### src/rtl/ipv4_lpm_pkg.sv
// Shared constants and types for the IPv4 longest-prefix-match route lookup.
`timescale 1ns / 1ps
`default_nettype none
package ipv4_lpm_pkg;

  localparam int TABLE_DEPTH = 256;
  localparam int IDX_W       = $clog2(TABLE_DEPTH);
  localparam int CNT_W       = $clog2(TABLE_DEPTH + 1);

  localparam int ACTIVE_W    = 9;
  localparam int ADDR_W      = 32;
  localparam int IFACE_W     = 4;
  localparam int SLOT_W      = 8;
  localparam int CFG_DATA_W  = 32;
  localparam int CFG_ADDR_W  = 2;

  localparam logic OP_WRITE  = 1'b0;
  localparam logic OP_LOOKUP = 1'b1;

  localparam int REG_ACTIVE_ENTRIES = 0;

  typedef struct packed {
    logic [ADDR_W-1:0]  prefix;
    logic [ADDR_W-1:0]  mask;
    logic [ADDR_W-1:0]  hop;
    logic [IFACE_W-1:0] port;
  } entry_t;

  typedef struct packed {
    logic             we;
    logic [IDX_W-1:0] waddr;
    logic             re;
    logic [IDX_W-1:0] raddr;
  } tbl_req_t;

  typedef enum logic [1:0] {
    ST_IDLE,
    ST_SCAN,
    ST_DRAIN,
    ST_DONE
  } state_t;

endpackage
`default_nettype wire

### src/rtl/ipv4_lpm_ctrl.sv
// Command sequencer: table writes, lookup scan and best-match tracking.
`timescale 1ns / 1ps
`default_nettype none
module ipv4_lpm_ctrl (
  input  wire logic                                  clk,
  input  wire logic                                  rst_n,
  input  wire logic                                  start,
  output      logic                                  busy,
  input  wire logic                                  in_op,
  input  wire logic [ipv4_lpm_pkg::SLOT_W-1:0]       in_entry_index,
  input  wire logic [ipv4_lpm_pkg::ADDR_W-1:0]       in_entry_prefix,
  input  wire logic [ipv4_lpm_pkg::ADDR_W-1:0]       in_entry_mask,
  input  wire logic [ipv4_lpm_pkg::ADDR_W-1:0]       in_entry_hop_addr,
  input  wire logic [ipv4_lpm_pkg::IFACE_W-1:0]      in_entry_interface,
  input  wire logic [ipv4_lpm_pkg::ADDR_W-1:0]       in_dest_addr,
  input  wire logic [ipv4_lpm_pkg::ACTIVE_W-1:0]     active_entries,
  output      ipv4_lpm_pkg::tbl_req_t                tbl_req,
  output      ipv4_lpm_pkg::entry_t                  tbl_wdata,
  input  wire ipv4_lpm_pkg::entry_t                  tbl_rdata,
  output      logic                                  out_valid,
  output      logic                                  out_found,
  output      logic [ipv4_lpm_pkg::ADDR_W-1:0]       out_hop_addr,
  output      logic [ipv4_lpm_pkg::IFACE_W-1:0]      out_out_interface,
  output      logic [ipv4_lpm_pkg::SLOT_W-1:0]       out_match_index
);

  ipv4_lpm_pkg::state_t state_r, state_nxt;

  logic [ipv4_lpm_pkg::CNT_W-1:0]   cnt_r, cnt_nxt;
  logic [ipv4_lpm_pkg::CNT_W-1:0]   limit_r, limit_nxt;
  logic [ipv4_lpm_pkg::ADDR_W-1:0]  dest_r, dest_nxt;
  logic                             rd_vld_r, rd_vld_nxt;
  logic [ipv4_lpm_pkg::IDX_W-1:0]   rd_idx_r, rd_idx_nxt;
  logic                             hit_r, hit_nxt;
  logic [ipv4_lpm_pkg::ADDR_W-1:0]  best_mask_r, best_mask_nxt;
  logic [ipv4_lpm_pkg::ADDR_W-1:0]  best_hop_r, best_hop_nxt;
  logic [ipv4_lpm_pkg::IFACE_W-1:0] best_port_r, best_port_nxt;
  logic [ipv4_lpm_pkg::IDX_W-1:0]   best_idx_r, best_idx_nxt;

  logic                             accept;
  logic                             lookup_go;
  logic                             slot_ok;
  logic                             match;
  logic                             better;
  logic [ipv4_lpm_pkg::CNT_W-1:0]   cnt_inc;
  logic [ipv4_lpm_pkg::CNT_W-1:0]   limit_in;

  assign accept    = start && (state_r == ipv4_lpm_pkg::ST_IDLE);
  assign lookup_go = accept && (in_op == ipv4_lpm_pkg::OP_LOOKUP);
  assign slot_ok   = 32'(in_entry_index) < ipv4_lpm_pkg::TABLE_DEPTH;
  assign cnt_inc   = ipv4_lpm_pkg::CNT_W'(cnt_r + 1'b1);
  assign limit_in  = (32'(active_entries) > ipv4_lpm_pkg::TABLE_DEPTH)
                     ? ipv4_lpm_pkg::CNT_W'(ipv4_lpm_pkg::TABLE_DEPTH)
                     : ipv4_lpm_pkg::CNT_W'(active_entries);

  assign match  = (dest_r & tbl_rdata.mask) == tbl_rdata.prefix;
  assign better = rd_vld_r && match && (!hit_r || (tbl_rdata.mask >= best_mask_r));

  // next state
  always_comb begin
    state_nxt = state_r;
    unique case (state_r)
      ipv4_lpm_pkg::ST_IDLE: begin
        if (lookup_go) begin
          state_nxt = (limit_in == '0) ? ipv4_lpm_pkg::ST_DONE : ipv4_lpm_pkg::ST_SCAN;
        end
      end
      ipv4_lpm_pkg::ST_SCAN: begin
        if (cnt_inc == limit_r) begin
          state_nxt = ipv4_lpm_pkg::ST_DRAIN;
        end
      end
      ipv4_lpm_pkg::ST_DRAIN: state_nxt = ipv4_lpm_pkg::ST_DONE;
      ipv4_lpm_pkg::ST_DONE:  state_nxt = ipv4_lpm_pkg::ST_IDLE;
      default:                state_nxt = ipv4_lpm_pkg::ST_IDLE;
    endcase
  end

  // datapath next values
  always_comb begin
    cnt_nxt       = cnt_r;
    limit_nxt     = limit_r;
    dest_nxt      = dest_r;
    rd_vld_nxt    = (state_r == ipv4_lpm_pkg::ST_SCAN);
    rd_idx_nxt    = cnt_r[ipv4_lpm_pkg::IDX_W-1:0];
    hit_nxt       = hit_r;
    best_mask_nxt = best_mask_r;
    best_hop_nxt  = best_hop_r;
    best_port_nxt = best_port_r;
    best_idx_nxt  = best_idx_r;
    if (lookup_go) begin
      cnt_nxt   = '0;
      limit_nxt = limit_in;
      dest_nxt  = in_dest_addr;
      hit_nxt   = 1'b0;
    end else if (state_r == ipv4_lpm_pkg::ST_SCAN) begin
      cnt_nxt = cnt_inc;
    end
    if (better) begin
      hit_nxt       = 1'b1;
      best_mask_nxt = tbl_rdata.mask;
      best_hop_nxt  = tbl_rdata.hop;
      best_port_nxt = tbl_rdata.port;
      best_idx_nxt  = rd_idx_r;
    end
  end

  // outputs
  always_comb begin
    busy              = (state_r != ipv4_lpm_pkg::ST_IDLE);
    out_valid         = (state_r == ipv4_lpm_pkg::ST_DONE);
    out_found         = hit_r;
    out_hop_addr      = hit_r ? best_hop_r : '0;
    out_out_interface = hit_r ? best_port_r : '0;
    out_match_index   = hit_r ? ipv4_lpm_pkg::SLOT_W'(best_idx_r) : '0;

    tbl_req.we        = accept && (in_op == ipv4_lpm_pkg::OP_WRITE) && slot_ok;
    tbl_req.waddr     = ipv4_lpm_pkg::IDX_W'(in_entry_index);
    tbl_req.re        = (state_r == ipv4_lpm_pkg::ST_SCAN);
    tbl_req.raddr     = cnt_r[ipv4_lpm_pkg::IDX_W-1:0];

    tbl_wdata.prefix  = in_entry_prefix;
    tbl_wdata.mask    = in_entry_mask;
    tbl_wdata.hop     = in_entry_hop_addr;
    tbl_wdata.port    = in_entry_interface;
  end

  always_ff @(posedge clk) begin
    if (!rst_n) begin
      state_r  <= ipv4_lpm_pkg::ST_IDLE;
      rd_vld_r <= 1'b0;
      hit_r    <= 1'b0;
      cnt_r    <= '0;
      limit_r  <= '0;
    end else begin
      state_r  <= state_nxt;
      rd_vld_r <= rd_vld_nxt;
      hit_r    <= hit_nxt;
      cnt_r    <= cnt_nxt;
      limit_r  <= limit_nxt;
    end
  end

  always_ff @(posedge clk) begin
    dest_r      <= dest_nxt;
    rd_idx_r    <= rd_idx_nxt;
    best_mask_r <= best_mask_nxt;
    best_hop_r  <= best_hop_nxt;
    best_port_r <= best_port_nxt;
    best_idx_r  <= best_idx_nxt;
  end

`ifndef SYNTHESIS
  a_strobe_single: assert property (@(posedge clk) disable iff (!rst_n)
    out_valid |=> !out_valid)
    else $error("result strobe held for more than one cycle");

  a_lookup_busy: assert property (@(posedge clk) disable iff (!rst_n)
    (start && !busy && (in_op == ipv4_lpm_pkg::OP_LOOKUP)) |=> busy)
    else $error("accepted lookup did not raise busy");

  a_scan_bound: assert property (@(posedge clk) disable iff (!rst_n)
    (state_r == ipv4_lpm_pkg::ST_SCAN) |-> (cnt_r < limit_r))
    else $error("scan address beyond active count");

  a_no_write_in_scan: assert property (@(posedge clk) disable iff (!rst_n)
    tbl_req.we |-> !tbl_req.re)
    else $error("table write during lookup scan");

  a_read_follows_scan: assert property (@(posedge clk) disable iff (!rst_n)
    rd_vld_r |-> $past(state_r == ipv4_lpm_pkg::ST_SCAN))
    else $error("read beat without a scan read");
`endif

endmodule
`default_nettype wire

### config.mk
export PLATFORM = sky130hd
export DESIGN_NAME = ipv4_lpm_ctrl
export DESIGN_NICKNAME = d
export VERILOG_FILES = /design/src/rtl/ipv4_lpm_pkg.sv /design/src/rtl/ipv4_lpm_ctrl.sv
export SDC_FILE = /design/constraint.sdc
export NUM_CORES = 1
export LEC_CHECK = 0
export ABC_AREA = 1
export BUFFER_PORTS_ARGS = -buffer_cell sky130_fd_sc_hd__buf_2
export CAP_MARGIN = 30
export CORE_AREA = 2 2 161 163
export CTS_CLUSTER_SIZE = 20
export DETAILED_ROUTE_END_ITERATION = 12
export DIE_AREA = 0 0 163 165
export GPL_TIMING_DRIVEN = 1
export PLACE_DENSITY = 0.62
export SETUP_SLACK_MARGIN = 0.2
export SYNTH_ARGS = -nofsm -noshare
export SYNTH_HDL_FRONTEND = slang
export SYNTH_SLANG_ARGS = --single-unit
export TNS_END_PERCENT = 1
### constraint.sdc
create_clock -name clk -period 4.55 [get_ports clk]
set_clock_uncertainty 0.15 [all_clocks]
set_input_delay 0.2275 -clock clk [delete_from_list [all_inputs] [get_ports clk]]
set_output_delay 0.2275 -clock clk [all_outputs]
set_load 0.01 [all_outputs]
==> flow_metrics.tcl <==
set metrics [dict create \
    postRouteWirelength_um 19800 \
    timing.rr.start "best_mask_r[15]$_DFFE_PP_" \
    crit_cells 12 \
    worst_slew_pin_slew_ns 0.874 \
    die_x_um 163 \
    multi_input_comb_area_sq_mm 0.00208 \
    clk_latency_ns 0.43 \
    p_leak_nw 4.52 \
    clkSinkCount 138 \
    numCtsBuffers 17 \
    critPathLaunch "tbl_rdata[51]" \
    endpoint_kind "register" \
    worstSetupStartpointType "input port" \
    area_growth_pct 30.1 \
    cpMostUsedCell "nand2_1" \
    maxSlewViolCount 0 \
    path_class "in2reg" \
    outcome "completed" \
    start_util_pct 29.1 \
    hpwl_um 14200 \
    regToRegSetupSlack_ns 1.72 \
    worst-path-max-fanout 51 \
    antenna_left 0 \
    setup_viol 0 \
    r2r_end "best_idx_r[6]$_DFFE_PP_" \
    hold_viol_final 0 \
    grt-ovfl-total 0 \
    wl_per_cell_um 15.1 \
    path_delay_family "buffers and inverters" \
    crit_chain "dlygate4sd3_1 -> buf_2 -> ha_1 -> a21oi_1 -> o21ai_0 -> a21oi_1 -> nand2_1 -> nand2_1 -> nand4_1 -> nand2_1 -> clkinv_2 -> buf_12" \
    coreArea_sq_mm 0.0250 \
    io_buffers 201 \
    drt-pass1-iter-count 6 \
    min_path_type "in2reg" \
    ys_types 34 \
    regArea_sq_mm 0.00384 \
    cts_buffer_depth 2 \
    post-cts-setup-buffers 0 \
    fill_cells 2457 \
    synth_nets 1050 \
    antenna_found_initial 1 \
    synthCells 759 \
    synth_warnings 0 \
    slew_headroom_pct 41.7 \
    clk_pin_slew_ns 0.06 \
    peakVddDrop_mv 0.164 \
    arrival_ns 2.95 \
    track_usage_pct 14.5 \
    synth.largest_area_cell "edfxtp_1" \
    rr_worst_depth 11 \
    clockRootBuffer "clkbuf_16" \
    rsz0062_at_grt "no" \
    die_area_sq_mm 0.0269 \
    rows 58 \
    io_pins 418 \
    gp_congestion 0.809 \
    cts_tree "built" \
    die_height_um 165 \
    cp.required_ns 4.54 \
    synth_top_area_share_pct 44.5 \
    clock.fmax_ghz 0.337 \
    num-nets-final 1254 \
    grt_pass1_vias 5709 \
    drive_above_1_share_pct 25.1 \
    via_per_inst 4.34 \
    period_needed_ns 2.96 \
    grt_max_degree 52 \
    vias 5676 \
    worst_path_max_delay_cell "dlygate4sd3_1" \
    timing.critical_path.buf_inv 4 \
    power_density_mw_per_mm2 368 \
    drc 0 \
    fin_hold_ws_ns 0.0451 \
    first_iter_violations 343 \
    ys_seq_area_share_pct 52.7 \
    p_total_mw 3.49 \
    crit_end "best_idx_r[6]$_DFFE_PP_" \
    post-route-period-util_pct 65.2 \
    syn_area_sq_mm 0.00729 \
    cpPeakStageDelay_ns 0.53 \
    postSynthAreaPerCell_sq_um 9.61 \
    synth-seq-cells 138 \
    cts_max_level 4 \
    drv_cap 0 \
    fin_setup_tns_ns 0 \
    grt_pass1_wl_um 29600 \
    synth_area_leaders "edfxtp_1 44%, buf_4 12%, nand2_1 8.3%, dfxtp_1 8.2%, ha_1 6.5%" \
]
## through the flow
stage | instance area (sq um) | util [%] | setup WS [ns] | cells
after global routing | 9490 | 37.9 | 1.35 | 1306
after CTS | 9490 | 37.9 | 1.58 | 1306
after global placement | 7820 | 31.2 | 1.72 | 1165
final | 9490 | 37.9 | 1.59 | 1307
after floorplan | 7290 | - | 1.21 | 759
after detailed placement | 7820 | 31.2 | 1.72 | 1165
## what timing repair did
action	4_1_cts	5_1_grt
hold buffers	109	0
gates resized for setup	0	0
hold endpoints to repair	111	0
## metal layers
metal	GRT usage, %	share of wire, %	vias to the layer above
met5	0	0	-
met3	6.81	9.5	29
li1	-	-	2763
met1	16.9	43	2618
met4	5.19	1.6	0
met2	23.5	46	266
## cell usage after synthesis, drive strengths merged
cell type	count
mux2	1
edfxtp	108
xor2	6
nand3	33
dfxtp	30
clkbuf	4
o21ai	20
o32ai	1
o21a	4
nor2	27
inv	120
xnor2	11
nand2	164
o2111ai	1
nor4	2
a21oi	30
o22ai	7
nor3	8
nor3b	1
ha	38
buf	123
o211ai	3
and3	1
or2	2
nand3b	2
nand4	12
## cells by family after synthesis
family / count (synthesis) / share of synthesized area, %
simple gates: 252 / 14.8
buf+inv: 247 / 18.8
flops: 138 / 52.7
compound gates: 66 / 4.99
fa+ha+maj: 38 / 6.52
xor+xnor: 17 / 2.04
mux: 1 / 0.154
## worst min path at each step
stage | from | end | slack (ns) | cells after the start
final | active_entries[8] | limit_r[1]$_SDFFE_PN0P_ | 0.05 | 4
after global routing | active_entries[8] | limit_r[7]$_SDFFE_PN0P_ | 0.09 | 4
after CTS | active_entries[8] | limit_r[8]$_SDFFE_PN0P_ | 0.03 | 3
after detailed placement | rd_idx_r[5]$_DFF_P_ | best_idx_r[5]$_DFFE_PP_ | 0.24 | 0
after floorplan | tbl_rdata[4] | best_hop_r[0]$_DFFE_PP_ | 0.18 | 0
after global placement | rd_idx_r[7]$_DFF_P_ | best_idx_r[7]$_DFFE_PP_ | 0.24 | 0
## sequential cells by signal (all words and copies together) (netlist names), 2 cells and up
| register | cells |
|---|---|
| best_mask_r | 32 |
| state_r | 2 |
| best_idx_r | 8 |
| limit_r | 9 |
| best_hop_r | 32 |
| cnt_r | 9 |
| best_port_r | 4 |
| rd_idx_r | 8 |
| dest_r | 32 |
## cell type report
class,instances,area share (%)
Sequential cell,138,40.5
Timing Repair Buffer,312,22.4
Multi-Input combinational cell,374,21.9
Inverter,120,4.76
Clock buffer,18,4.52
Tap cell,330,4.35
Clock inverter,14,1.57
Antenna cell,1,0.0264
## tightest hold or removal path, cell delays in order
cell and delay (ns):
buf_2 0.09, inv_1 0.11, nand2_1 0.08, o21ai_0 0.07
## report_power, final
group | internal [mW] | switching [mW] | leakage, nW
clock | 0.809 | 0.563 | 0.274
combinational | 0.262 | 0.314 | 3.02
sequential | 1.46 | 0.0812 | 1.23
total | 2.53 | 0.958 | 4.52
## layout by cell type, fill, tap and decap left out, types with 2 or more instances in the layout
cell,count
nor3_1,7
o21ai_0,19
nand3b_1,2
dlygate4sd3_1,109
bufinv_16,2
nor4_1,2
ha_1,38
o22ai_1,7
o21a_1,4
nand3_2,2
buf_2,201
edfxtp_1,108
xor2_1,6
nand3_1,31
or2_2,2
xnor2_1,11
dfxtp_1,29
clkbuf_16,17
nand2_1,162
a21oi_1,30
o211ai_1,3
clkinv_2,3
clkinvlp_4,3
nand2_2,2
inv_1,118
nor2_1,26
inv_6,2
nand4_1,12
clkinv_4,4
Power figures use the tool's default switching activity.
